<file path="src/design/sbr_pkg.sv">
// sbr_pkg: shared types and constants for the scaled blit raster-op unit
// no dependencies
package sbr_pkg;

   localparam int MAX_SRC_W = 64;
   localparam int MAX_SRC_H = 64;
   localparam int SCREEN_W  = 320;
   localparam int SCREEN_H  = 240;
   localparam int STORE_DEPTH = 4096;
   localparam int ADDR_W = 12;
   localparam int DIV_STEPS = 10;
   localparam int CSR_IDX_W = 3;
   localparam int CSR_DATA_W = 11;
   localparam int OUT_DEPTH = 4;
   localparam int OUT_PTR_W = 2;

   localparam logic [2:0] ROP_COPY     = 3'd0;
   localparam logic [2:0] ROP_OR       = 3'd1;
   localparam logic [2:0] ROP_AND      = 3'd2;
   localparam logic [2:0] ROP_XOR      = 3'd3;
   localparam logic [2:0] ROP_INV_COPY = 3'd4;

   localparam logic [2:0] REG_SRC_W   = 3'd0;
   localparam logic [2:0] REG_SRC_H   = 3'd1;
   localparam logic [2:0] REG_TGT_W   = 3'd2;
   localparam logic [2:0] REG_TGT_H   = 3'd3;
   localparam logic [2:0] REG_SCALE   = 3'd4;
   localparam logic [2:0] REG_RASTER  = 3'd5;
   localparam logic [2:0] REG_ORIGIN_X = 3'd6;
   localparam logic [2:0] REG_ORIGIN_Y = 3'd7;

   localparam logic [1:0] ST_OK    = 2'd0;
   localparam logic [1:0] ST_EMPTY = 2'd1;
   localparam logic [1:0] ST_LARGE = 2'd2;

   typedef struct packed {
      logic        op;
      logic [11:0] load_index;
      logic [15:0] load_pixel;
      logic [9:0]  offset_x;
      logic [9:0]  offset_y;
      logic [15:0] frame_pixel;
   } req_type;

   typedef struct packed {
      logic signed [11:0] screen_x;
      logic signed [11:0] screen_y;
      logic [15:0]        out_color;
      logic               draw;
      logic [1:0]         status;
   } rsp_type;

   typedef struct packed {
      logic [6:0]         source_width;
      logic [6:0]         source_height;
      logic [9:0]         target_width;
      logic [9:0]         target_height;
      logic               scale_enable;
      logic [2:0]         raster_mode;
      logic signed [10:0] origin_x;
      logic signed [10:0] origin_y;
   } cfg_type;

   // classified item passed from front to back
   typedef struct packed {
      logic        op;
      logic [11:0] load_index;
      logic [15:0] load_pixel;
      logic [16:0] num_x;   // ox * w
      logic [16:0] num_y;
      logic [9:0]  den_x;
      logic [9:0]  den_y;
      logic [9:0]  offset_x;
      logic [9:0]  offset_y;
      logic [15:0] frame_pixel;
      logic signed [11:0] screen_x;
      logic signed [11:0] screen_y;
      logic        draw;
      logic [1:0]  status;
   } cmd_type;

   function automatic logic [15:0] raster(logic [2:0] mode, logic [15:0] src,
                                          logic [15:0] dst);
      logic [15:0] r;
      case (mode)
         ROP_OR:       r = src | dst;
         ROP_AND:      r = src & dst;
         ROP_XOR:      r = src ^ dst;
         ROP_INV_COPY: r = ~src;
         default:      r = src;
      endcase
      return r;
   endfunction

endpackage

</file>
<file path="src/design/sbr_queue.sv">
// sbr_queue: two-entry queue between front and back
// depends on sbr_pkg
module sbr_queue (
   input  logic             clock,
   input  logic             reset,
   input  logic             in_valid,
   input  sbr_pkg::cmd_type in_data,
   output logic             in_full,
   output logic             out_valid,
   output sbr_pkg::cmd_type out_data,
   input  logic             out_ready
);
   import sbr_pkg::*;

   cmd_type q_ff [2];
   logic    wp_ff, rp_ff;
   logic [1:0] cnt_ff;
   logic push, pop;

   assign in_full = cnt_ff == 2'd2;
   assign out_valid = cnt_ff != 2'd0;
   assign out_data = q_ff[rp_ff];
   assign push = in_valid && !in_full;
   assign pop = out_valid && out_ready;

   always_ff @(posedge clock) begin
      if (reset) begin
         wp_ff <= 1'b0;
         rp_ff <= 1'b0;
         cnt_ff <= 2'd0;
      end else begin
         if (push) wp_ff <= ~wp_ff;
         if (pop) rp_ff <= ~rp_ff;
         cnt_ff <= cnt_ff + 2'(push) - 2'(pop);
      end
   end

   always_ff @(posedge clock) begin
      if (push) q_ff[wp_ff] <= in_data;
   end
endmodule

</file>
<file path="config.mk">
export PLATFORM = sky130hd
export DESIGN_NAME = sbr_queue
export DESIGN_NICKNAME = d
export VERILOG_FILES = /design/src/design/sbr_pkg.sv /design/src/design/sbr_queue.sv
export SDC_FILE = /design/constraint.sdc
export NUM_CORES = 1
export LEC_CHECK = 0
export ABC_AREA = 1
export BUFFER_PORTS_ARGS = -buffer_cell sky130_fd_sc_hd__buf_2
export CORE_ASPECT_RATIO = 0.5
export CORE_MARGIN = 2
export CORE_UTILIZATION = 47
export CTS_CLUSTER_DIAMETER = 40
export DETAILED_ROUTE_END_ITERATION = 7
export PLACE_DENSITY = 0.76
export REMOVE_ABC_BUFFERS = 1
export SLEW_MARGIN = 5
export SYNTH_ARGS = -nofsm -noshare
export SYNTH_HDL_FRONTEND = slang
export SYNTH_SLANG_ARGS = --single-unit
</file>
<file path="constraint.sdc">
create_clock -name clock -period 10 [get_ports clock]
set_clock_uncertainty 0.05 [all_clocks]
set_input_delay 3 -clock clock [delete_from_list [all_inputs] [get_ports clock]]
set_output_delay 3 -clock clock [all_outputs]
set_load 0.005 [all_outputs]
</file>
==> out/metrics.cfg, run 1 <==
[cts]
clk_path_buf_depth = 3
cts_setup_buffers = 0
cts_tree = built
cts_resized = 0
cts_made_buffers = 29
clk_pin_slew_ns = 0.06
cts_sinks = 297
cts-root-buf = clkbuf_16
cts-hold-fix-buffers = 0
h-tree-depth = 1
worstSkewPairLatency_ns = 0.53

[floorplan]
start_util_pct = 47.78
die_width_um = 219.0
fp.dieArea_um2 = 24420
io_pins = 298
coreArea_um2 = 22740
row_count = 39
die_y_um = 111.5

[job]
timing.max_cap.violations = 0

[timing]
finalWorstSetupSlack_ns = 3.788
fmaxAchievable_mhz = 161.0
min_period_ns = 6.212
rsz0062_at_grt = false
hold_viol = 0
worstMarginPinSlew_ns = 1.176
fin_crit_sh_pct = 62.12
slew_headroom_pct = 21.60
setup_viol = 0
final_max_slew_viol_count = 0
finalSetupTns_ns = 0

[synthesis]
ys_warn_count = 0
synthCells = 492
ys_ff_latch = 297
yosys-top-cells-area = edfxtp_1 81%, mux2_2 15%, clkbuf_8 1.3%, dfxtp_1 0.92%, buf_6 0.62%
synth_cell_types = 11
synth_top_area_cell = edfxtp_1
yosysSeqAreaShare_pct = 81.62
synth_top_area_share_pct = 80.70
syn_area_per_cell_um2 = 22.08
netlist_area_um2 = 10870

[pwr]
clkPwrFrac_pct = 30.9
power.density_nw_per_um2 = 247.3
ir_drop_uv = 152.6
combPwrFrac_pct = 19.3
leakagePower_uw = 0.005038
power_switching_share_pct = 25.39
power.switching_uw = 847.2
p_int_uw = 2489
power.share.sequential_pct = 49.8

[worst_hold_path]
holdPathStages = 2
hp-class = register to register
hold_start = rp_ff

[route]
first_iter_violations = 294
viasPerCell = 4.932
vias = 5617
wire_per_inst_um = 19.71
first_pass_iters = 4
drc = 0
antenna_left = 0
wl_um = 22450

[critical_path]
critPathBufInv = 2
r2r_cells = 5
arrival_ns = 3.16
rr_startpoint = cnt_ff[0]
reg2reg_to = q_ff[0][75]
required_ns = 6.95
start_kind = register
slowest_stage = dfxtp_4
worstPathMaxFanout = 83
slowest_delay_ns = 1.11
worst_path_dominant_cell_family = flip-flops
worst-r2r-setup-slack_ns = 7.17
crit_type = register to primary output
cp-end-kind = primary output
crit_chain = buf_4, mux2_2, buf_2

[global_routing]
grt_pass1_vias = 6087
grt-ovfl-total = 0
grt_pass1_wl_um = 33270
grt_start_max_net_pins = 84
antenna_found_initial = 3
track_usage_pct = 17.94

[layout]
nets = 960
syn2layout_area_growth_pct = 24.14
drive_above_1_share_pct = 59.40

[placed_design]
globalplace.congestion = 0.8464
port_buffers = 297
dp_hpwl_um = 15010
dp_slack_ns = 4.358

[status]
status = finished clean

-- metal layers --
layer  routed length, um  vias to the layer above  GRT usage (%)
li1                    -                     2582              -
met1                8440                     2845          19.99
met2               12340                      127          33.97
met3                 788                       61          3.279
met4                 864                        2          7.072
met5                  13                        -              0
-- cells by family after synthesis --
family                   share of synthesized area [%]
AO/OA/AOI/OAI                                  0.09213
multiplexers                                     15.13
adder cells (fa/ha/maj)                         0.2303
buffers and inverters                            2.199
AND/OR/NAND/NOR                                 0.7254
flip-flops                                       81.62
-- registers in the layout (all words and copies together), names as in the netlist, named ones only --
name    count
q_ff      292
cnt_ff      2
wp_ff       1
rp_ff       1
-- final cells by class --
class,count,area [um^2]
diodes,2,5.005
clock buffers,32,737.0
clock inverters,21,168.9
fillers,1737,9251
inverters,9,38.79
multi-input cells,170,1765
flip-flops and latches,297,8872
well taps,307,384.1
repair buffers,301,1516
-- synth_stat cells --
cell,instances
nand2_1,8
buf_6,6
nand3_1,3
clkbuf_8,10
a21oi_1,2
edfxtp_1,292
mux2_2,146
nor2_1,9
inv_1,9
ha_1,2
dfxtp_1,5
-- stage by stage --
step	util, %	hold slack, ns	std cells	area [um^2]	total power (uW)
2_1_floorplan	-	0.4175	476	10660	2075
3_3_place_gp	55.31	0.4481	1084	12580	2318
3_5_place_dp	55.31	0.4450	1084	12580	2342
4_1_cts	59.29	0.4713	1137	13480	3380
5_1_grt	59.32	0.5016	1139	13490	3482
6_report	59.32	0.4672	1139	13490	3336
-- tightest hold or removal path, delay by kind of cell (launching register included) --
kind | cells | cell delay (ns)
flip-flops | 1 | 0.34
AND/OR/NAND/NOR | 2 | 0.15
-- worst max path at each step --
stage                   from  depth (start not counted)      endpoint
floorplan           in_valid                          2    q_ff[0][0]
global placement    register                          3  out_data[26]
detailed placement  register                          3  out_data[59]
CTS                 register                          3  out_data[87]
global route        register                          3  out_data[87]
finish              register                          3  out_data[87]
-- power groups by stage --
stage / Sequential [uW] / Combinational, uW / Clock [uW]
final: 1660 / 644 / 1030
after global routing: 1680 / 697 / 1110
after CTS: 1660 / 658 / 1060
after detailed placement: 1690 / 653 / 0
after global placement: 1680 / 640 / 0
after floorplan: 1710 / 368 / 0
-- layout by cell type, fill, tap and decap left out, types with 4 or more instances in the layout --
cell       synthesis  routed
inv_1              9       8
nand2_1            8       8
clkinv_2           0       5
dfxtp_1            5       4
buf_2              0     297
nor2_1             9       8
buf_4              0       4
mux2_2           146     146
edfxtp_1         292     292
clkinv_1           0       7
clkbuf_16          0      29
Note: power is estimated with default switching activity, not from simulation.
==> inputs of run 2 (changes only) <==
--- a/config.mk
+++ b/config.mk
@@ -9,10 +9,10 @@
 export BUFFER_PORTS_ARGS = -buffer_cell sky130_fd_sc_hd__buf_2
 export CORE_ASPECT_RATIO = 0.5
 export CORE_MARGIN = 2
-export CORE_UTILIZATION = 47
+export CORE_UTILIZATION = 52
 export CTS_CLUSTER_DIAMETER = 40
 export DETAILED_ROUTE_END_ITERATION = 7
-export PLACE_DENSITY = 0.76
+export PLACE_DENSITY = 0.79
 export REMOVE_ABC_BUFFERS = 1
 export SLEW_MARGIN = 5
 export SYNTH_ARGS = -nofsm -noshare
==> constraint.sdc (replaced) <==
create_clock -name clock -period 5.85 [get_ports clock]
set_clock_uncertainty 0.05 [all_clocks]
set_input_delay 1.755 -clock clock [delete_from_list [all_inputs] [get_ports clock]]
set_output_delay 1.755 -clock clock [all_outputs]
set_load 0.005 [all_outputs]
==> run 2 against run 1 <==
Net effect:
- global-route usage rose by 0.76 points
- cell area barely moved
- critical path type unchanged
- cell count fell by 2.8%
- clock-buffer cell count fell by 2
- non-clock buffer count rose by 3
- clock power rose by 73%
- setup slack got worse by 2.3 ns
- routed wire length fell by 4.0%
- flip-flop and latch count did not move
- sequential share of layout area barely moved
- critical endpoint is now out_data[66]
- via count barely moved
- utilization rose by 6.5 points
==> out/metrics.cfg, run 2 (same netlist as run 1, synthesis figures left out) <==
[layout]
layout.cells.most_common = buf_2
nets = 960
reg_top3 = q_ff x292, cnt_ff x2
drive_above_1_share_pct = 59.85
final_core_util_pct = 65.80
top_register = q_ff
syn2layout_area_growth_pct = 24.21
largest_reg_flops = 292
final_cell_mix = 297 x buf_2, 292 x edfxtp_1, 146 x mux2_2
instances_no_fill = 1107

[pwr]
power_switching_share_pct = 24.98
power.share.sequential_pct = 49.1
power.density_nw_per_um2 = 423.9
ir_drop_uv = 328.3
p_total_uw = 5720
leakagePower_uw = 0.005065
p_int_uw = 4291
power.switching_uw = 1429
combPwrFrac_pct = 19.8
clkPwrFrac_pct = 31.1

[cts]
h-tree-depth = 1
cts_tree = built
cts_resized = 0
worstSkewPairLatency_ns = 0.53
cts_sinks = 297
cts_setup_buffers = 0
clk_pin_slew_ns = 0.07
cts_made_buffers = 26
cts-hold-fix-buffers = 0
clk_path_buf_depth = 3
cts-root-buf = clkbuf_16

[critical_path]
required_ns = 4.05
critPathBufInv = 2
crit_chain = buf_4, mux2_2, buf_2
start_kind = register
slowest_delay_ns = 0.88
worst_path_dominant_cell_family = flip-flops
crit_type = register to primary output
slowest_stage = dfxtp_4
cp-end-kind = primary output
arrival_ns = 2.51
worstPathMaxFanout = 59

[timing]
slew_headroom_pct = 35.89
rsz0062_at_grt = false
final_max_slew_viol_count = 0
fin_crit_sh_pct = 73.77
min_period_ns = 4.316
hold_viol = 0
setup_viol = 0
fmaxAchievable_mhz = 231.7
worstMarginPinSlew_ns = 0.9617

[route]
vias = 5618
drc = 0
wire_per_inst_um = 19.46
first_pass_iters = 4
antenna_left = 0
wl_um = 21540
viasPerCell = 5.075
first_iter_violations = 328

[global_routing]
track_usage_pct = 18.70
grt_pass1_vias = 5849
grt_start_max_net_pins = 100
grt_pass1_wl_um = 31640
antenna_found_initial = 6
grt-ovfl-total = 0

[worst_hold_path]
hp-class = register to register

[placed_design]
port_buffers = 297
dp_hpwl_um = 14060
globalplace.congestion = 0.7773
dp.cells = 1053

[job]
timing.max_cap.violations = 0

[floorplan]
start_util_pct = 52.98
die_y_um = 106.2
row_count = 37
coreArea_um2 = 20510
io_pins = 298
die_width_um = 208.4
fp.dieArea_um2 = 22140

[status]
status = finished clean

-- run 2: stage by stage --
stage	cell area (um^2)	worst slack [ns]	hold slack, ns	setup TNS [ns]
2_1_floorplan	10660	-2.738	0.4175	-399.93
4_1_cts	13480	1.485	0.4802	0
6_report	13500	1.534	0.4808	0
3_5_place_dp	12590	2.069	0.4559	0
5_1_grt	13500	1.378	0.5055	0
3_3_place_gp	12590	2.125	0.4398	0
-- run 2: layout make-up --
type | instances | area (um^2)
fill | 1394 | 7013
multi-input combinational | 170 | 1765
timing repair buffer | 304 | 1577
sequential | 297 | 8872
antenna | 7 | 17.52
clock buffer | 30 | 686.9
clock inverter | 17 | 196.4
tap | 273 | 341.6
inverter | 9 | 38.79
-- run 2: final timing paths --
kind | startpoint | end | slack, ns | cells after the start
worst min register to register | rp_ff | rp_ff | 0.48 | 2
worst max-delay path | register | out_data[66] | 1.53 | 3
worst min-delay path | rp_ff | rp_ff | 0.48 | 2
worst max register to register | cnt_ff[0] | q_ff[1][27] | 3.46 | 5
-- run 2: metal layers --
metal  GRT usage [%]  routed length (um)  up-vias
met3           4.136                 921       57
met1           21.80                8252     2823
met4           8.376                 894        0
met5               0                   0        -
li1                -                   -     2584
met2           33.64               11470      154
-- run 2: tightest hold or removal path: cells and delay by family (launching register included) --
| kind | cells | cell delay, ns |
|---|---|---|
| flip-flops | 1 | 0.34 |
| AND/OR/NAND/NOR | 2 | 0.16 |
-- run 2: power groups by stage --
stage          Combinational [uW]  Clock [uW]  Sequential [uW]
6_report                     1130        1780             2810
5_1_grt                      1230        1880             2840
4_1_cts                      1150        1810             2810
3_5_place_dp                 1140           0             2850
3_3_place_gp                 1120           0             2840
2_1_floorplan                 628           0             2920
==> inputs of run 3 (changes only) <==
--- a/config.mk
+++ b/config.mk
@@ -9,10 +9,10 @@
 export BUFFER_PORTS_ARGS = -buffer_cell sky130_fd_sc_hd__buf_2
 export CORE_ASPECT_RATIO = 0.5
 export CORE_MARGIN = 2
-export CORE_UTILIZATION = 52
+export CORE_UTILIZATION = 47
 export CTS_CLUSTER_DIAMETER = 40
 export DETAILED_ROUTE_END_ITERATION = 7
-export PLACE_DENSITY = 0.79
+export PLACE_DENSITY = 0.76
 export REMOVE_ABC_BUFFERS = 1
 export SLEW_MARGIN = 5
 export SYNTH_ARGS = -nofsm -noshare
==> constraint.sdc (replaced) <==
create_clock -name clock -period 3.5 [get_ports clock]
set_clock_uncertainty 0.05 [all_clocks]
set_input_delay 1.05 -clock clock [delete_from_list [all_inputs] [get_ports clock]]
set_output_delay 1.05 -clock clock [all_outputs]
set_load 0.005 [all_outputs]
==> run 3 against run 2 <==
Net effect:
- cell area is 1.0% higher
- critical path depth stayed put
- flip-flop and latch count stayed put
- largest cell class unchanged
==> out/metrics.cfg, run 3 (same netlist as run 1, synthesis figures left out) <==
[floorplan]
io_pins = 298
start_util_pct = 47.78
fp.dieArea_um2 = 24420
coreArea_um2 = 22740
die_y_um = 111.5
die_width_um = 219.0
row_count = 39

[timing]
final_max_slew_viol_count = 0
fin_crit_sh_pct = 88.86
worstMarginPinSlew_ns = 0.4756
slew_headroom_pct = 68.29
fmaxAchievable_mhz = 321.5
min_period_ns = 3.110
finalWorstSetupSlack_ns = 0.3899
hold_viol = 0
rsz0062_at_grt = false
whs_ns = 0.4626
setup_viol = 0

[global_routing]
use_met3_pct = 2.869
grt_start_max_net_pins = 82
grt-ovfl-total = 0
use_met2_pct = 32.70
track_usage_pct = 17.35
grt_busiest_layer = met2
antenna_found_initial = 8
use_met1_pct = 19.39
grt_pass1_wl_um = 32150
grt_pass1_vias = 6011

[cts]
cts_tree = built
cts_made_buffers = 28
worstSkewPairLatency_ns = 0.53
cts_resized = 0
cts_setup_buffers = 0
h-tree-depth = 1
cts-hold-fix-buffers = 0
clk_pin_slew_ns = 0.06
cts-root-buf = clkbuf_16
clk_path_buf_depth = 3
cts_sinks = 297

[critical_path]
rr_startpoint = cnt_ff[0]
required_ns = 2.40
slowest_stage = dfxtp_4
crit_chain = buf_4, mux2_2, buf_2
arrival_ns = 2.01
crit_type = register to primary output
worstPathMaxFanout = 24
slowest_delay_ns = 0.54
cp-end-kind = primary output
start_kind = register

[worst_hold_path]
hp-class = register to register
hold_start = rp_ff

[layout]
largest_reg_flops = 292
reg_top3 = q_ff x292, cnt_ff x2
syn2layout_area_growth_pct = 25.45
nets = 963
top_register = q_ff
final_cell_mix = 297 x buf_2, 292 x edfxtp_1, 146 x mux2_2
layout.cells.most_common = buf_2
drive_above_1_share_pct = 59.25

[route]
vias = 5647
first_pass_iters = 4
viasPerCell = 4.928
antenna_left = 0
wire_per_inst_um = 18.96
first_iter_violations = 303
wl_um = 21730
drc = 0

[placed_design]
globalplace.congestion = 0.8348
dp_slack_ns = 0.9377
dp_hpwl_um = 14720
port_buffers = 297

[pwr]
leakagePower_uw = 0.005093
power.density_nw_per_um2 = 710.6
ir_drop_uv = 434.5

[status]
status = finished clean

[job]
timing.max_cap.violations = 0

-- run 3: cell types whose count changed in the layout (fill, tap and decap cells not counted), sizes merged --
cell | previous run | this run
buf | 304 | 305
clkbuf | 30 | 38
clkinv | 9 | 7
inv | 12 | 10
-- run 3: final timing paths --
kind / to / slack (ns) / cells past startpoint
worst max-delay path: out_data[62] / 0.39 / 3
worst min-delay path: rp_ff / 0.46 / 2
worst max register to register: q_ff[1][86] / 1.62 / 5
worst min register to register: rp_ff / 0.46 / 2
-- run 3: layout make-up --
class / instances / area [um^2]
inverters: 9 / 38.79
well taps: 307 / 384.1
clock buffers: 38 / 759.5
diodes: 7 / 17.52
fillers: 1681 / 9109
clock inverters: 13 / 171.4
repair buffers: 305 / 1622
flip-flops and latches: 297 / 8872
multi-input cells: 170 / 1765
-- run 3: worst max-delay path, delay by kind of cell, from the launching register on --
family / cells / cell delay (ns)
mux: 1 / 0.39
buf+inv: 2 / 0.52
flops: 1 / 0.54
-- run 3: through the flow --
| stage | total power, uW | area (um^2) | instances | util [%] | TNS (ns) |
|---|---|---|---|---|---|
| 3_3_place_gp | 6663 | 12680 | 1088 | 55.77 | 0 |
| 4_1_cts | 9793 | 13610 | 1139 | 59.87 | 0 |
| 6_report | 9686 | 13630 | 1146 | 59.94 | 0 |
| 5_1_grt | 10090 | 13630 | 1146 | 59.94 | 0 |
| 2_1_floorplan | 5928 | 10660 | 476 | - | -1029.69 |
| 3_5_place_dp | 6725 | 12680 | 1088 | 55.77 | 0 |
-- run 3: report_power, final --
group / internal (uW) / total, uW / switching (uW)
Clock: 1820 / 3060 / 1250
Combinational: 982 / 1980 / 998
Sequential: 4500 / 4640 / 144
Total: 7300 / 9690 / 2390
-- run 3: layer usage --
| metal | vias to the layer above | wire length, um |
|---|---|---|
| met5 | - | 14 |
| met4 | 2 | 819 |
| met3 | 53 | 651 |
| met2 | 125 | 12100 |
| met1 | 2869 | 8143 |
| li1 | 2598 | - |
