**config.mk**
```make
export PLATFORM = sky130hd
export DESIGN_NAME = sbr_front
export DESIGN_NICKNAME = d
export VERILOG_FILES = /design/src/design/sbr_pkg.sv /design/src/design/sbr_front.sv
export SDC_FILE = /design/constraint.sdc
export NUM_CORES = 1
export LEC_CHECK = 0
export BUFFER_PORTS_ARGS = -buffer_cell sky130_fd_sc_hd__buf_2
export CORE_UTILIZATION = 53
export CTS_CLUSTER_DIAMETER = 40
export CTS_CLUSTER_SIZE = 12
export DETAILED_ROUTE_END_ITERATION = 12
export PLACE_DENSITY = 0.89
export SYNTH_ARGS = -nofsm -noshare
export SYNTH_HDL_FRONTEND = slang
export SYNTH_SLANG_ARGS = --single-unit
```
**constraint.sdc**
```tcl
create_clock -name clock -period 6.7 [get_ports clock]
set_input_delay 1.005 -clock clock [delete_from_list [all_inputs] [get_ports clock]]
set_output_delay 1.005 -clock clock [all_outputs]
set_load 0.01 [all_outputs]
```
**src/design/sbr_pkg.sv**
```systemverilog
// sbr_pkg: shared types and constants for the scaled blit raster-op unit
// no dependencies
package sbr_pkg;

   localparam int MAX_SRC_W = 64;
   localparam int MAX_SRC_H = 64;
   localparam int SCREEN_W  = 320;
   localparam int SCREEN_H  = 240;
   localparam int STORE_DEPTH = 4096;
   localparam int ADDR_W = 12;
   localparam int DIV_STEPS = 10;
   localparam int CSR_IDX_W = 3;
   localparam int CSR_DATA_W = 11;
   localparam int OUT_DEPTH = 4;
   localparam int OUT_PTR_W = 2;

   localparam logic [2:0] ROP_COPY     = 3'd0;
   localparam logic [2:0] ROP_OR       = 3'd1;
   localparam logic [2:0] ROP_AND      = 3'd2;
   localparam logic [2:0] ROP_XOR      = 3'd3;
   localparam logic [2:0] ROP_INV_COPY = 3'd4;

   localparam logic [2:0] REG_SRC_W   = 3'd0;
   localparam logic [2:0] REG_SRC_H   = 3'd1;
   localparam logic [2:0] REG_TGT_W   = 3'd2;
   localparam logic [2:0] REG_TGT_H   = 3'd3;
   localparam logic [2:0] REG_SCALE   = 3'd4;
   localparam logic [2:0] REG_RASTER  = 3'd5;
   localparam logic [2:0] REG_ORIGIN_X = 3'd6;
   localparam logic [2:0] REG_ORIGIN_Y = 3'd7;

   localparam logic [1:0] ST_OK    = 2'd0;
   localparam logic [1:0] ST_EMPTY = 2'd1;
   localparam logic [1:0] ST_LARGE = 2'd2;

   typedef struct packed {
      logic        op;
      logic [11:0] load_index;
      logic [15:0] load_pixel;
      logic [9:0]  offset_x;
      logic [9:0]  offset_y;
      logic [15:0] frame_pixel;
   } req_type;

   typedef struct packed {
      logic signed [11:0] screen_x;
      logic signed [11:0] screen_y;
      logic [15:0]        out_color;
      logic               draw;
      logic [1:0]         status;
   } rsp_type;

   typedef struct packed {
      logic [6:0]         source_width;
      logic [6:0]         source_height;
      logic [9:0]         target_width;
      logic [9:0]         target_height;
      logic               scale_enable;
      logic [2:0]         raster_mode;
      logic signed [10:0] origin_x;
      logic signed [10:0] origin_y;
   } cfg_type;

   // classified item passed from front to back
   typedef struct packed {
      logic        op;
      logic [11:0] load_index;
      logic [15:0] load_pixel;
      logic [16:0] num_x;   // ox * w
      logic [16:0] num_y;
      logic [9:0]  den_x;
      logic [9:0]  den_y;
      logic [9:0]  offset_x;
      logic [9:0]  offset_y;
      logic [15:0] frame_pixel;
      logic signed [11:0] screen_x;
      logic signed [11:0] screen_y;
      logic        draw;
      logic [1:0]  status;
   } cmd_type;

   function automatic logic [15:0] raster(logic [2:0] mode, logic [15:0] src,
                                          logic [15:0] dst);
      logic [15:0] r;
      case (mode)
         ROP_OR:       r = src | dst;
         ROP_AND:      r = src & dst;
         ROP_XOR:      r = src ^ dst;
         ROP_INV_COPY: r = ~src;
         default:      r = src;
      endcase
      return r;
   endfunction

endpackage

```
**src/design/sbr_front.sv**
```systemverilog
// sbr_front: configuration registers and item classification
// depends on sbr_pkg
module sbr_front (
   input  logic              clock,
   input  logic              reset,
   input  logic              csr_we,
   input  logic [2:0]        csr_index,
   input  logic [10:0]       csr_wdata,
   input  sbr_pkg::req_type  in_data,
   output sbr_pkg::cfg_type  cfg,
   output sbr_pkg::cmd_type  cmd
);
   import sbr_pkg::*;

   cfg_type cfg_ff;
   logic [9:0] dw, dh;
   logic ok_size, empty;

   always_ff @(posedge clock) begin
      if (reset) begin
         cfg_ff <= '{source_width: 7'd0, source_height: 7'd0, target_width: 10'd1,
                     target_height: 10'd1, scale_enable: 1'b0, raster_mode: ROP_COPY,
                     origin_x: 11'sd0, origin_y: 11'sd0};
      end else if (csr_we) begin
         case (csr_index)
            REG_SRC_W:    cfg_ff.source_width  <= csr_wdata[6:0];
            REG_SRC_H:    cfg_ff.source_height <= csr_wdata[6:0];
            REG_TGT_W:    cfg_ff.target_width  <= csr_wdata[9:0];
            REG_TGT_H:    cfg_ff.target_height <= csr_wdata[9:0];
            REG_SCALE:    cfg_ff.scale_enable  <= csr_wdata[0];
            REG_RASTER:   cfg_ff.raster_mode   <= csr_wdata[2:0];
            REG_ORIGIN_X: cfg_ff.origin_x      <= csr_wdata;
            REG_ORIGIN_Y: cfg_ff.origin_y      <= csr_wdata;
            default: ;
         endcase
      end
   end
   assign cfg = cfg_ff;

   always_comb begin
      dw = cfg_ff.scale_enable ? cfg_ff.target_width : {3'd0, cfg_ff.source_width};
      dh = cfg_ff.scale_enable ? cfg_ff.target_height : {3'd0, cfg_ff.source_height};
      empty = (cfg_ff.source_width == 7'd0) || (cfg_ff.source_height == 7'd0);
      ok_size = ({3'd0, cfg_ff.source_width} <= 10'(MAX_SRC_W))
             && ({3'd0, cfg_ff.source_width} <= 10'(SCREEN_W))
             && ({3'd0, cfg_ff.source_height} <= 10'(MAX_SRC_H))
             && ({3'd0, cfg_ff.source_height} <= 10'(SCREEN_H))
             && ({1'b0, dw} <= 11'(SCREEN_W)) && ({1'b0, dh} <= 11'(SCREEN_H));
      cmd.op          = in_data.op;
      cmd.load_index  = in_data.load_index;
      cmd.load_pixel  = in_data.load_pixel;
      cmd.num_x       = 17'(in_data.offset_x) * 17'(cfg_ff.source_width);
      cmd.num_y       = 17'(in_data.offset_y) * 17'(cfg_ff.source_height);
      cmd.den_x       = dw;
      cmd.den_y       = dh;
      cmd.offset_x    = in_data.offset_x;
      cmd.offset_y    = in_data.offset_y;
      cmd.frame_pixel = in_data.frame_pixel;
      cmd.screen_x    = 12'(cfg_ff.origin_x) + $signed({2'b00, in_data.offset_x});
      cmd.screen_y    = 12'(cfg_ff.origin_y) + $signed({2'b00, in_data.offset_y});
      cmd.draw        = 1'b0;
      cmd.status      = ST_OK;
      if (empty) cmd.status = ST_EMPTY;
      else if (!ok_size) cmd.status = ST_LARGE;
      else if (in_data.offset_x < dw && in_data.offset_y < dh) cmd.draw = 1'b1;
      if (!in_data.op) begin
         cmd.screen_x = '0;
         cmd.screen_y = '0;
         cmd.status = ST_OK;
         cmd.draw = 1'b0;
      end
   end
endmodule

```
==> results of run 1 <==
-- cell usage in the layout, fill, tap and decap left out, types with 10 or more instances in the layout --
cell type | synthesis | routed
nor2_1 | 56 | 56
buf_2 | 1 | 198
nor3_1 | 18 | 18
nand2b_1 | 10 | 10
and2_1 | 118 | 118
fa_1 | 80 | 80
nand3_1 | 16 | 16
mux2i_1 | 29 | 29
a21oi_1 | 75 | 75
inv_1 | 97 | 97
o21ai_0 | 27 | 27
ha_1 | 108 | 106
xnor2_1 | 15 | 15
a21o_1 | 11 | 11
xor2_1 | 13 | 13
a211oi_1 | 14 | 14
nand2_1 | 162 | 162
dfxtp_1 | 60 | 60
-- power groups by stage --
stage	logic (mW)	clock network (mW)	registers, mW
global route	0.302	0.482	0.380
global placement	0.261	0	0.386
detailed placement	0.268	0	0.386
finish	0.274	0.462	0.379
CTS	0.270	0.465	0.378
floorplan	0.195	0	0.383
-- Yosys cell counts, types with 9 or more instances --
master      n  area, um^2
a211oi_1   14         105
nand3_1    16        80.1
xor2_1     13         114
nor2b_1     9        56.3
inv_1      97         364
nand2_1   162         608
buf_4      65         488
nor3_1     18        90.1
fa_1       80        1600
mux2i_1    29         290
dfxtp_1    60        1200
xnor2_1    15         131
nand2b_1   10        62.6
clkbuf_1   38         143
and2_1    118         738
o211ai_1    9        67.6
o21ai_0    27         135
a21o_1     11        82.6
ha_1      108        1350
nor2_1     56         210
a21oi_1    75         375
-- cell families after synthesis --
kind of cell	share of synthesized area
and+or+nand+nor	0.236
buffers and inverters	0.113
adders and majority gates	0.331
AOI/OAI and AO/OA	0.123
DFF	0.135
muxes	0.0351
xor gates and xnor gates	0.0275
-- metal layers --
metal  wire [um]  share of wire
met3        2310          0.091
met5           0              0
met1       10300           0.41
met4         995          0.039
met2       11800           0.46
-- final cells by class --
type                       instances  area [um^2]  area share
inverter                          97          364      0.0367
multi-input combinational        846         6720       0.677
tap                              220          275      0.0277
timing repair buffer             208         1070       0.107
sequential                        60         1200       0.121
clock inverter                     6         63.8     0.00643
clock buffer                      10          239      0.0241
-- through the flow --
step	power, mW	instances	util	worst slack [ns]
floorplan	0.578	1109	-	0.616
global placement	0.647	1431	0.582	0.216
detailed placement	0.655	1431	0.582	0.122
CTS	1.11	1447	0.600	0.110
global route	1.16	1447	0.601	0.0498
finish	1.12	1447	0.601	0.200
-- final timing paths --
| check | endpoint | slack (ns) | depth (start not counted) |
|---|---|---|---|
| worst min-delay path | cfg[8] | 0.48 | 2 |
| worst min register to register | cfg[8] | 0.48 | 2 |
| worst max register to register | cfg[25] | 5.45 | 3 |
| worst max-delay path | cmd[96] | 0.20 | 15 |
-- critical path: cells and delay by family --
| kind | cells | cell delay [ns] |
|---|---|---|
| buffers and inverters | 4 | 0.43 |
| AO/OA/AOI/OAI | 3 | 0.65 |
| AND/OR/NAND/NOR | 3 | 1.00 |
| adder cells (fa/ha/maj) | 5 | 2.42 |
-- repair_timing --
| action | 4_1_cts | 5_1_grt |
|---|---|---|
| setup buffers | 0 | 0 |
| hold buffers | 0 | 0 |
| gates resized for setup | 0 | 4 |
| endpoints found under the setup margin | 0 | 5 |
==> flow_metrics.py, run 1 <==
metrics = {
    "status": {
        "status": "finished, final reports clean",
    },
    "synth": {
        "syn_nets": 1379,
        "syn_area_um2": 8920,
        "synthArstFlopShare": 0,
        "synth-main-ff-cell": "dfxtp_1",
        "yosys_warnings": 0,
        "synth-seq-cells": 60,
        "synth_cells": 1109,
        "ys_seq_area_frac": 0.135,
        "yosys.cell_types.count": 56,
        "synth-edff-count": 0,
        "syn_avg_cell_area_um2": 8.04,
    },
    "worst_setup_path": {
        "r2r_start": "cfg[25]",
        "worstPathArrival_ns": 5.49,
        "start_kind": "input pin",
        "cp-startpoint": "in_data[19]",
        "critPathKind": "input pin to output port",
        "slowest_delay_ns": 0.56,
        "cp-end-kind": "output port",
        "crit_fanout": 10,
        "crit_chain": "clkbuf_4, and2_1, fa_1, fa_1, fa_1, inv_1, fa_1, inv_1, ha_2, a211o_1, or3_1, o221ai_2, or4b_1, o211ai_1, buf_2",
        "crit_top_cell": "fa_1",
        "required_ns": 5.69,
        "crit_slowest_cell": "fa_1",
    },
    "final_layout": {
        "design_area_um2": 9930,
        "largest_reg_flops": 60,
        "n_antenna_cell": 0,
        "fin_nets": 1492,
        "syn_to_final_growth_pct": 11.3,
        "drive_gt1_frac": 0.194,
        "nFillCells": 1407,
    },
    "placed_design": {
        "postPlaceCellArea_um2": 9620,
        "io_buffers": 199,
        "hpwlAfterDp_mm": 19.8,
        "gp_congestion": 0.969,
    },
    "global_route": {
        "top_usage_layer": "met2",
        "use_met2": 0.481,
        "antenna_found_initial": 0,
        "grt-ovfl-total": 0,
        "grt_use_met1": 0.383,
        "grt_usage": 0.295,
        "grt_start_max_net_pins": 61,
        "use_met3": 0.0504,
        "grt_pass1_wl_mm": 40.7,
        "grt_pass1_vias": 8179,
    },
    "floorplan": {
        "dieHeight_um": 132,
        "rows": 47,
        "fp.dieArea_um2": 17400,
        "die_w_um": 132,
        "start_util": 0.540,
        "coreArea_um2": 16500,
        "io_pins": 288,
    },
    "sta": {
        "finalCritPeriodShare": 0.970,
        "grt_setup_unrepaired": "no",
        "worst_pin_slew_ns": 1.09,
        "fmax_mhz": 154,
        "period_minus_slack_ns": 6.50,
        "finalSetupViolCount": 0,
        "whs_ns": 0.479,
        "fin_tns_setup_ns": 0,
        "hold_violations": 0,
        "relSlewSlack": 0.275,
        "slew_violations": 0,
        "fin_worst_skew_ns": 0,
    },
    "clock_network": {
        "cts_tree": "built",
        "htreeDepth": 3,
        "clkTransAtPathRegs_ns": 0.05,
        "clock_path_buffers": 2,
        "cts_num_sinks": 60,
        "numCtsBuffers": 9,
        "ctsRootBufferMaster": "clkbuf_16",
        "clk_latency_ns": 0.32,
    },
    "detailed_routing": {
        "drc_errors": 0,
        "ant_nets": 0,
        "wl_mm": 25.4,
        "wl_per_cell_um": 17.5,
        "dr.first_iter.drc_count": 613,
        "drt_first_pass_iters": 5,
        "avgViaCountPerCell": 5.73,
        "vias": 8298,
    },
    "power": {
        "combPwrFrac": 0.245,
        "cell_internal_pwr_uw": 766,
        "p_switching_uw": 349,
        "cellPowerDensity_nw_per_um2": 112,
        "peakVddDrop_mv": 0.125,
        "switching_share": 0.313,
        "p_leak_nw": 5.36,
        "pwr-share-clk": 0.415,
        "seqPwrFrac": 0.340,
    },
    "worst_hold_path": {
        "hold_path_class": "flip-flop to flip-flop",
        "worstHoldStart": "cfg[8]",
    },
    "job": {
        "maxCapViolCount": 0,
    },
}
No activity file was read; power rests on OpenSTA's default activity.
==> run 2: changes to the inputs <==
--- a/config.mk
+++ b/config.mk
@@ -11,6 +11,7 @@
 export CTS_CLUSTER_SIZE = 12
 export DETAILED_ROUTE_END_ITERATION = 12
 export PLACE_DENSITY = 0.89
+export REMOVE_ABC_BUFFERS = 1
 export SYNTH_ARGS = -nofsm -noshare
 export SYNTH_HDL_FRONTEND = slang
 export SYNTH_SLANG_ARGS = --single-unit
==> run 2 against run 1 <==
  * Setup slack worse by 0.012 ns
  * Register-to-register slack worse by 0.09 ns
  * Global-route usage up 2.1 points
  * Wire length up 10%
  * Total power up 4.7%
  * Largest cell class unchanged
==> flow_metrics.py, run 2 (synthesized netlist as in run 1, its figures left out) <==
metrics = {
    "clock_network": {
        "htreeDepth": 3,
        "cts_num_sinks": 60,
        "ctsRootBufferMaster": "clkbuf_16",
        "postCtsSetupBuffers": 0,
        "postCtsHoldBufs": 0,
        "cts_resized": 0,
        "clock_path_buffers": 2,
        "clkTransAtPathRegs_ns": 0.05,
        "clk_latency_ns": 0.33,
        "numCtsBuffers": 9,
        "cts_tree": "built",
    },
    "worst_setup_path": {
        "rrSetupSlack_ns": 5.36,
        "r2r_start": "cfg[25]",
        "critPathKind": "input pin to output port",
        "slowest_delay_ns": 0.57,
        "critPathTopFamily": "adder cells",
        "start_kind": "input pin",
        "crit_top_cell": "fa_1",
        "r2r_cells": 3,
        "crit_fanout": 8,
        "rr_endpoint": "cfg[25]",
        "worstPathArrival_ns": 5.51,
        "cp-end-kind": "output port",
        "required_ns": 5.69,
        "crit_chain": "buf_2, and2_1, fa_1, fa_1, fa_1, inv_1, fa_1, inv_1, ha_1, a211o_1, or3_1, o221ai_2, or4b_1, o211ai_1, buf_2",
        "crit_slowest_cell": "fa_1",
        "path_buf_inv": 4,
    },
    "power": {
        "cellPowerDensity_nw_per_um2": 117,
        "p_leak_nw": 5.42,
        "peakVddDrop_mv": 0.135,
        "power_mw": 1.17,
    },
    "job": {
        "maxCapViolCount": 0,
    },
    "final_layout": {
        "n_antenna_cell": 0,
        "fin_nets": 1500,
        "drive_gt1_frac": 0.197,
        "largest_reg_flops": 60,
        "syn_to_final_growth_pct": 12.2,
        "design_area_um2": 10000,
        "final_cell_mix": "buf_2, nand2_1, and2_1, ha_1, inv_1",
        "final_common_cell": "buf_2",
    },
    "detailed_routing": {
        "dr.first_iter.drc_count": 749,
        "wl_mm": 28.0,
        "drt_first_pass_iters": 6,
        "avgViaCountPerCell": 5.85,
        "wl_per_cell_um": 19.2,
        "vias": 8516,
        "ant_nets": 0,
        "drc_errors": 0,
    },
    "floorplan": {
        "die_w_um": 132,
        "rows": 47,
        "io_pins": 288,
        "coreArea_um2": 16500,
        "fp.dieArea_um2": 17400,
        "dieHeight_um": 132,
        "start_util": 0.540,
    },
    "global_route": {
        "grt_start_max_net_pins": 61,
        "antenna_found_initial": 0,
        "grt_pass1_wl_mm": 43.1,
        "grt_pass1_vias": 7963,
        "grt_usage": 0.316,
        "grt-ovfl-total": 0,
    },
    "sta": {
        "hold_violations": 0,
        "fmax_mhz": 154,
        "fin_tns_setup_ns": 0,
        "grt_setup_unrepaired": "no",
        "period_minus_slack_ns": 6.51,
        "finalSetupViolCount": 0,
        "worst_pin_slew_ns": 1.07,
        "whs_ns": 0.478,
        "finalCritPeriodShare": 0.972,
        "slew_violations": 0,
        "relSlewSlack": 0.287,
        "fin_worst_skew_ns": 0,
        "timing.final.ws_setup_ns": 0.189,
    },
    "placed_design": {
        "hpwlAfterDp_mm": 22.0,
        "postPlaceCellArea_um2": 9680,
        "gp_congestion": 0.964,
        "dp_slack_ns": 0.217,
        "io_buffers": 199,
    },
    "status": {
        "status": "finished, final reports clean",
    },
    "worst_hold_path": {
        "min_path_cells": 2,
        "worstHoldEndpoint": "cfg[18]",
        "hold_path_class": "flip-flop to flip-flop",
        "worstHoldStart": "cfg[18]",
    },
}
run 2: cell types whose count changed in the layout (fill, tap and decap cells not counted):
cell,previous run,this run
o31ai_2,1,0
ha_1,106,108
clkinv_2,2,0
clkbuf_8,1,2
clkbuf_4,1,0
ha_2,2,0
o31ai_1,2,3
bufinv_16,1,2
buf_4,9,17
buf_2,198,199
run 2: cell type report:
class	count	area [um^2]
clock inverter	5	83.8
timing repair buffer	216	1120
sequential	60	1200
inverter	97	364
fill	1407	6510
tap	220	275
clock buffer	11	253
multi-input combinational	846	6710
run 2: metrics by stage:
stage	utilization	cells
floorplan	-	1003
global placement	0.586	1439
detailed placement	0.586	1439
CTS	0.606	1455
global route	0.606	1455
finish	0.606	1455
run 2: layer usage:
layer / routed length, um / track usage
met5: 314 / 0.108
met4: 1130 / 0.128
met3: 3160 / 0.113
met2: 11900 / 0.463
met1: 11500 / 0.413
run 2: power by group:
| group | switching (mW) | internal [mW] | total [mW] |
|---|---|---|---|
| sequential | 0.0129 | 0.365 | 0.378 |
| combinational | 0.168 | 0.107 | 0.275 |
| clock | 0.169 | 0.346 | 0.515 |
| total | 0.350 | 0.818 | 1.17 |
run 2: how the worst max path moves through the flow:
stage / start / endpoint / slack (ns) / depth (start not counted)
4_1_cts: in_data[21] / cmd[96] / 0.21 / 15
5_1_grt: in_data[29] / cmd[113] / 0.03 / 17
2_1_floorplan: in_data[18] / cmd[96] / 0.62 / 13
3_3_place_gp: in_data[21] / cmd[96] / 0.27 / 15
6_report: in_data[21] / cmd[96] / 0.19 / 15
3_5_place_dp: in_data[21] / cmd[96] / 0.22 / 15
run 2: worst reg2reg max path: stages (launching register included):
cell	delay (ns)
dfxtp_1	0.73
buf_4	0.35
mux2i_1	0.10
nor2_1	0.09
==> run 3: changes to the inputs <==
--- a/config.mk
+++ b/config.mk
@@ -11,6 +11,7 @@
 export CTS_CLUSTER_SIZE = 12
 export DETAILED_ROUTE_END_ITERATION = 12
 export PLACE_DENSITY = 0.89
+export RECOVER_POWER = 25
 export REMOVE_ABC_BUFFERS = 1
 export SYNTH_ARGS = -nofsm -noshare
 export SYNTH_HDL_FRONTEND = slang
==> constraint.sdc (replaced) <==
create_clock -name clock -period 6.55 [get_ports clock]
set_input_delay 0.9825 -clock clock [delete_from_list [all_inputs] [get_ports clock]]
set_output_delay 0.9825 -clock clock [all_outputs]
set_load 0.01 [all_outputs]
==> run 3 against run 2 <==
  * Count of clock-buffer cells in the layout decreased by 2
  * Utilization decreased by 0.47 points
  * Sequential cell count unchanged
  * Final cell count increased by 0.14%
  * Critical path type unchanged
  * Clock power decreased by 13%
  * Hold slack got worse by 0.0024 ns
  * Critical endpoint unchanged
  * Non-clock buffer count increased by 2
  * Critical path depth unchanged
  * Wire length increased by 1.5%
  * Design area decreased by 0.77%
  * Largest cell class unchanged
  * Clock skew unchanged
  * The flow now finishes with violations (max-capacitance violations, max-slew violations)
==> flow_metrics.py, run 3 (synthesized netlist as in run 1, its figures left out) <==
metrics = {
    "sta": {
        "slew_violations": 61,
        "fmax_mhz": 157,
        "timing.final.ws_setup_ns": 0.177,
        "fin_worst_skew_ns": 0,
        "finalSetupViolCount": 0,
        "whs_ns": 0.475,
        "hold_violations": 0,
        "worst_pin_slew_ns": 2.69,
        "grt_setup_unrepaired": "no",
        "fin_tns_setup_ns": 0,
        "relSlewSlack": -0.795,
        "period_minus_slack_ns": 6.37,
        "finalCritPeriodShare": 0.973,
    },
    "placed_design": {
        "post-place-cells": 1441,
        "io_buffers": 199,
        "hpwlAfterDp_mm": 22.3,
        "postPlaceCellArea_um2": 9690,
        "dp_slack_ns": 0.134,
        "gp_congestion": 0.946,
    },
    "detailed_routing": {
        "vias": 8556,
        "drc_errors": 0,
        "drt_first_pass_iters": 6,
        "dr.first_iter.drc_count": 800,
        "ant_nets": 0,
        "avgViaCountPerCell": 5.87,
        "wl_per_cell_um": 19.5,
        "wl_mm": 28.4,
    },
    "clock_network": {
        "clk_latency_ns": 0.33,
        "ctsRootBufferMaster": "clkbuf_16",
        "postCtsHoldBufs": 0,
        "cts_num_sinks": 60,
        "clock_path_buffers": 2,
        "numCtsBuffers": 9,
        "cts_tree": "built",
        "htreeDepth": 3,
        "clkTransAtPathRegs_ns": 0.06,
        "postCtsSetupBuffers": 0,
        "cts_resized": 0,
    },
    "floorplan": {
        "dieHeight_um": 132,
        "rows": 47,
        "io_pins": 288,
        "coreArea_um2": 16500,
        "fp.dieArea_um2": 17400,
        "die_w_um": 132,
        "start_util": 0.540,
    },
    "global_route": {
        "grt_pass1_wl_mm": 44.4,
        "antenna_found_initial": 0,
        "grt_usage": 0.327,
        "grt_pass1_vias": 8178,
        "top_usage_layer": "met2",
        "grt_start_max_net_pins": 61,
        "use_met2": 0.492,
        "use_met3": 0.133,
        "grt_use_met1": 0.413,
        "grt-ovfl-total": 0,
    },
    "worst_setup_path": {
        "required_ns": 5.57,
        "crit_fanout": 5,
        "start_kind": "input pin",
        "rrSetupSlack_ns": 5.24,
        "worstPathArrival_ns": 5.39,
        "critPathKind": "input pin to output port",
        "cp-end-kind": "output port",
    },
    "final_layout": {
        "final_common_cell": "nand2_1",
        "largest_reg_flops": 60,
        "drive_gt1_frac": 0.162,
        "n_antenna_cell": 0,
        "design_area_um2": 9930,
        "final_cell_mix": "nand2_1, buf_2, and2_1, ha_1, inv_1",
        "fin_nets": 1502,
        "instances_no_fill": 1457,
        "syn_to_final_growth_pct": 11.4,
    },
    "power": {
        "peakVddDrop_mv": 0.171,
        "cellPowerDensity_nw_per_um2": 113,
        "p_leak_nw": 5.21,
    },
    "worst_hold_path": {
        "hold_path_class": "flip-flop to flip-flop",
    },
    "job": {
        "maxCapViolCount": 1,
    },
    "status": {
        "violations": "max-capacitance violations, max-slew violations",
        "status": "finished, violations left",
    },
}
## run 3: cell count changes in the layout (fill, tap and decap cells not counted), sizes merged
cell | before | now
clkbuf | 11 | 55
inv | 97 | 100
buf | 216 | 172
clkinv | 1 | 2
bufinv | 2 | 0
## run 3: final cells by class
class | instances | area (um^2)
Tap cell | 220 | 275
Fill cell | 1439 | 6590
Multi-Input combinational cell | 846 | 6730
Sequential cell | 60 | 1200
Inverter | 97 | 364
Timing Repair Buffer | 218 | 1080
Clock buffer | 9 | 225
Clock inverter | 7 | 58.8
## run 3: final timing paths
| path | startpoint | depth (start not counted) | end |
|---|---|---|---|
| worst min-delay path | cfg[33] | 2 | cfg[33] |
| worst max register to register | cfg[25] | 3 | cfg[25] |
| worst min register to register | cfg[33] | 2 | cfg[33] |
| worst max-delay path | in_data[18] | 15 | cmd[96] |
## run 3: worst max-delay path, cell delays in order
cell      delay, ns
buf_2          0.14
and2_1         0.18
fa_1           0.52
fa_1           0.53
fa_1           0.56
inv_1          0.06
fa_1           0.54
inv_1          0.05
ha_1           0.30
a211o_1        0.30
or3_1          0.32
o221ai_2       0.21
or4b_1         0.46
o211ai_1       0.10
buf_2          0.15
## run 3: report_power, final
part           switching [mW]  internal, mW  total [mW]
Sequential             0.0130         0.373       0.386
Clock                   0.188         0.261       0.449
Combinational           0.174         0.110       0.284
Total                   0.375         0.744        1.12
## run 3: per-stage QoR
step / utilization / power (mW)
2_1_floorplan: - / 0.540
3_3_place_gp: 0.586 / 0.662
4_1_cts: 0.604 / 1.12
6_report: 0.601 / 1.12
3_5_place_dp: 0.586 / 0.672
5_1_grt: 0.601 / 1.17
## run 3: routing by layer
metal	share of wire	wire, um	vias to the layer above
met2	0.44	12500	490
met4	0.035	1000	8
li1	-	-	3868
met1	0.40	11300	4099
met3	0.12	3360	91
met5	0.0088	249	-
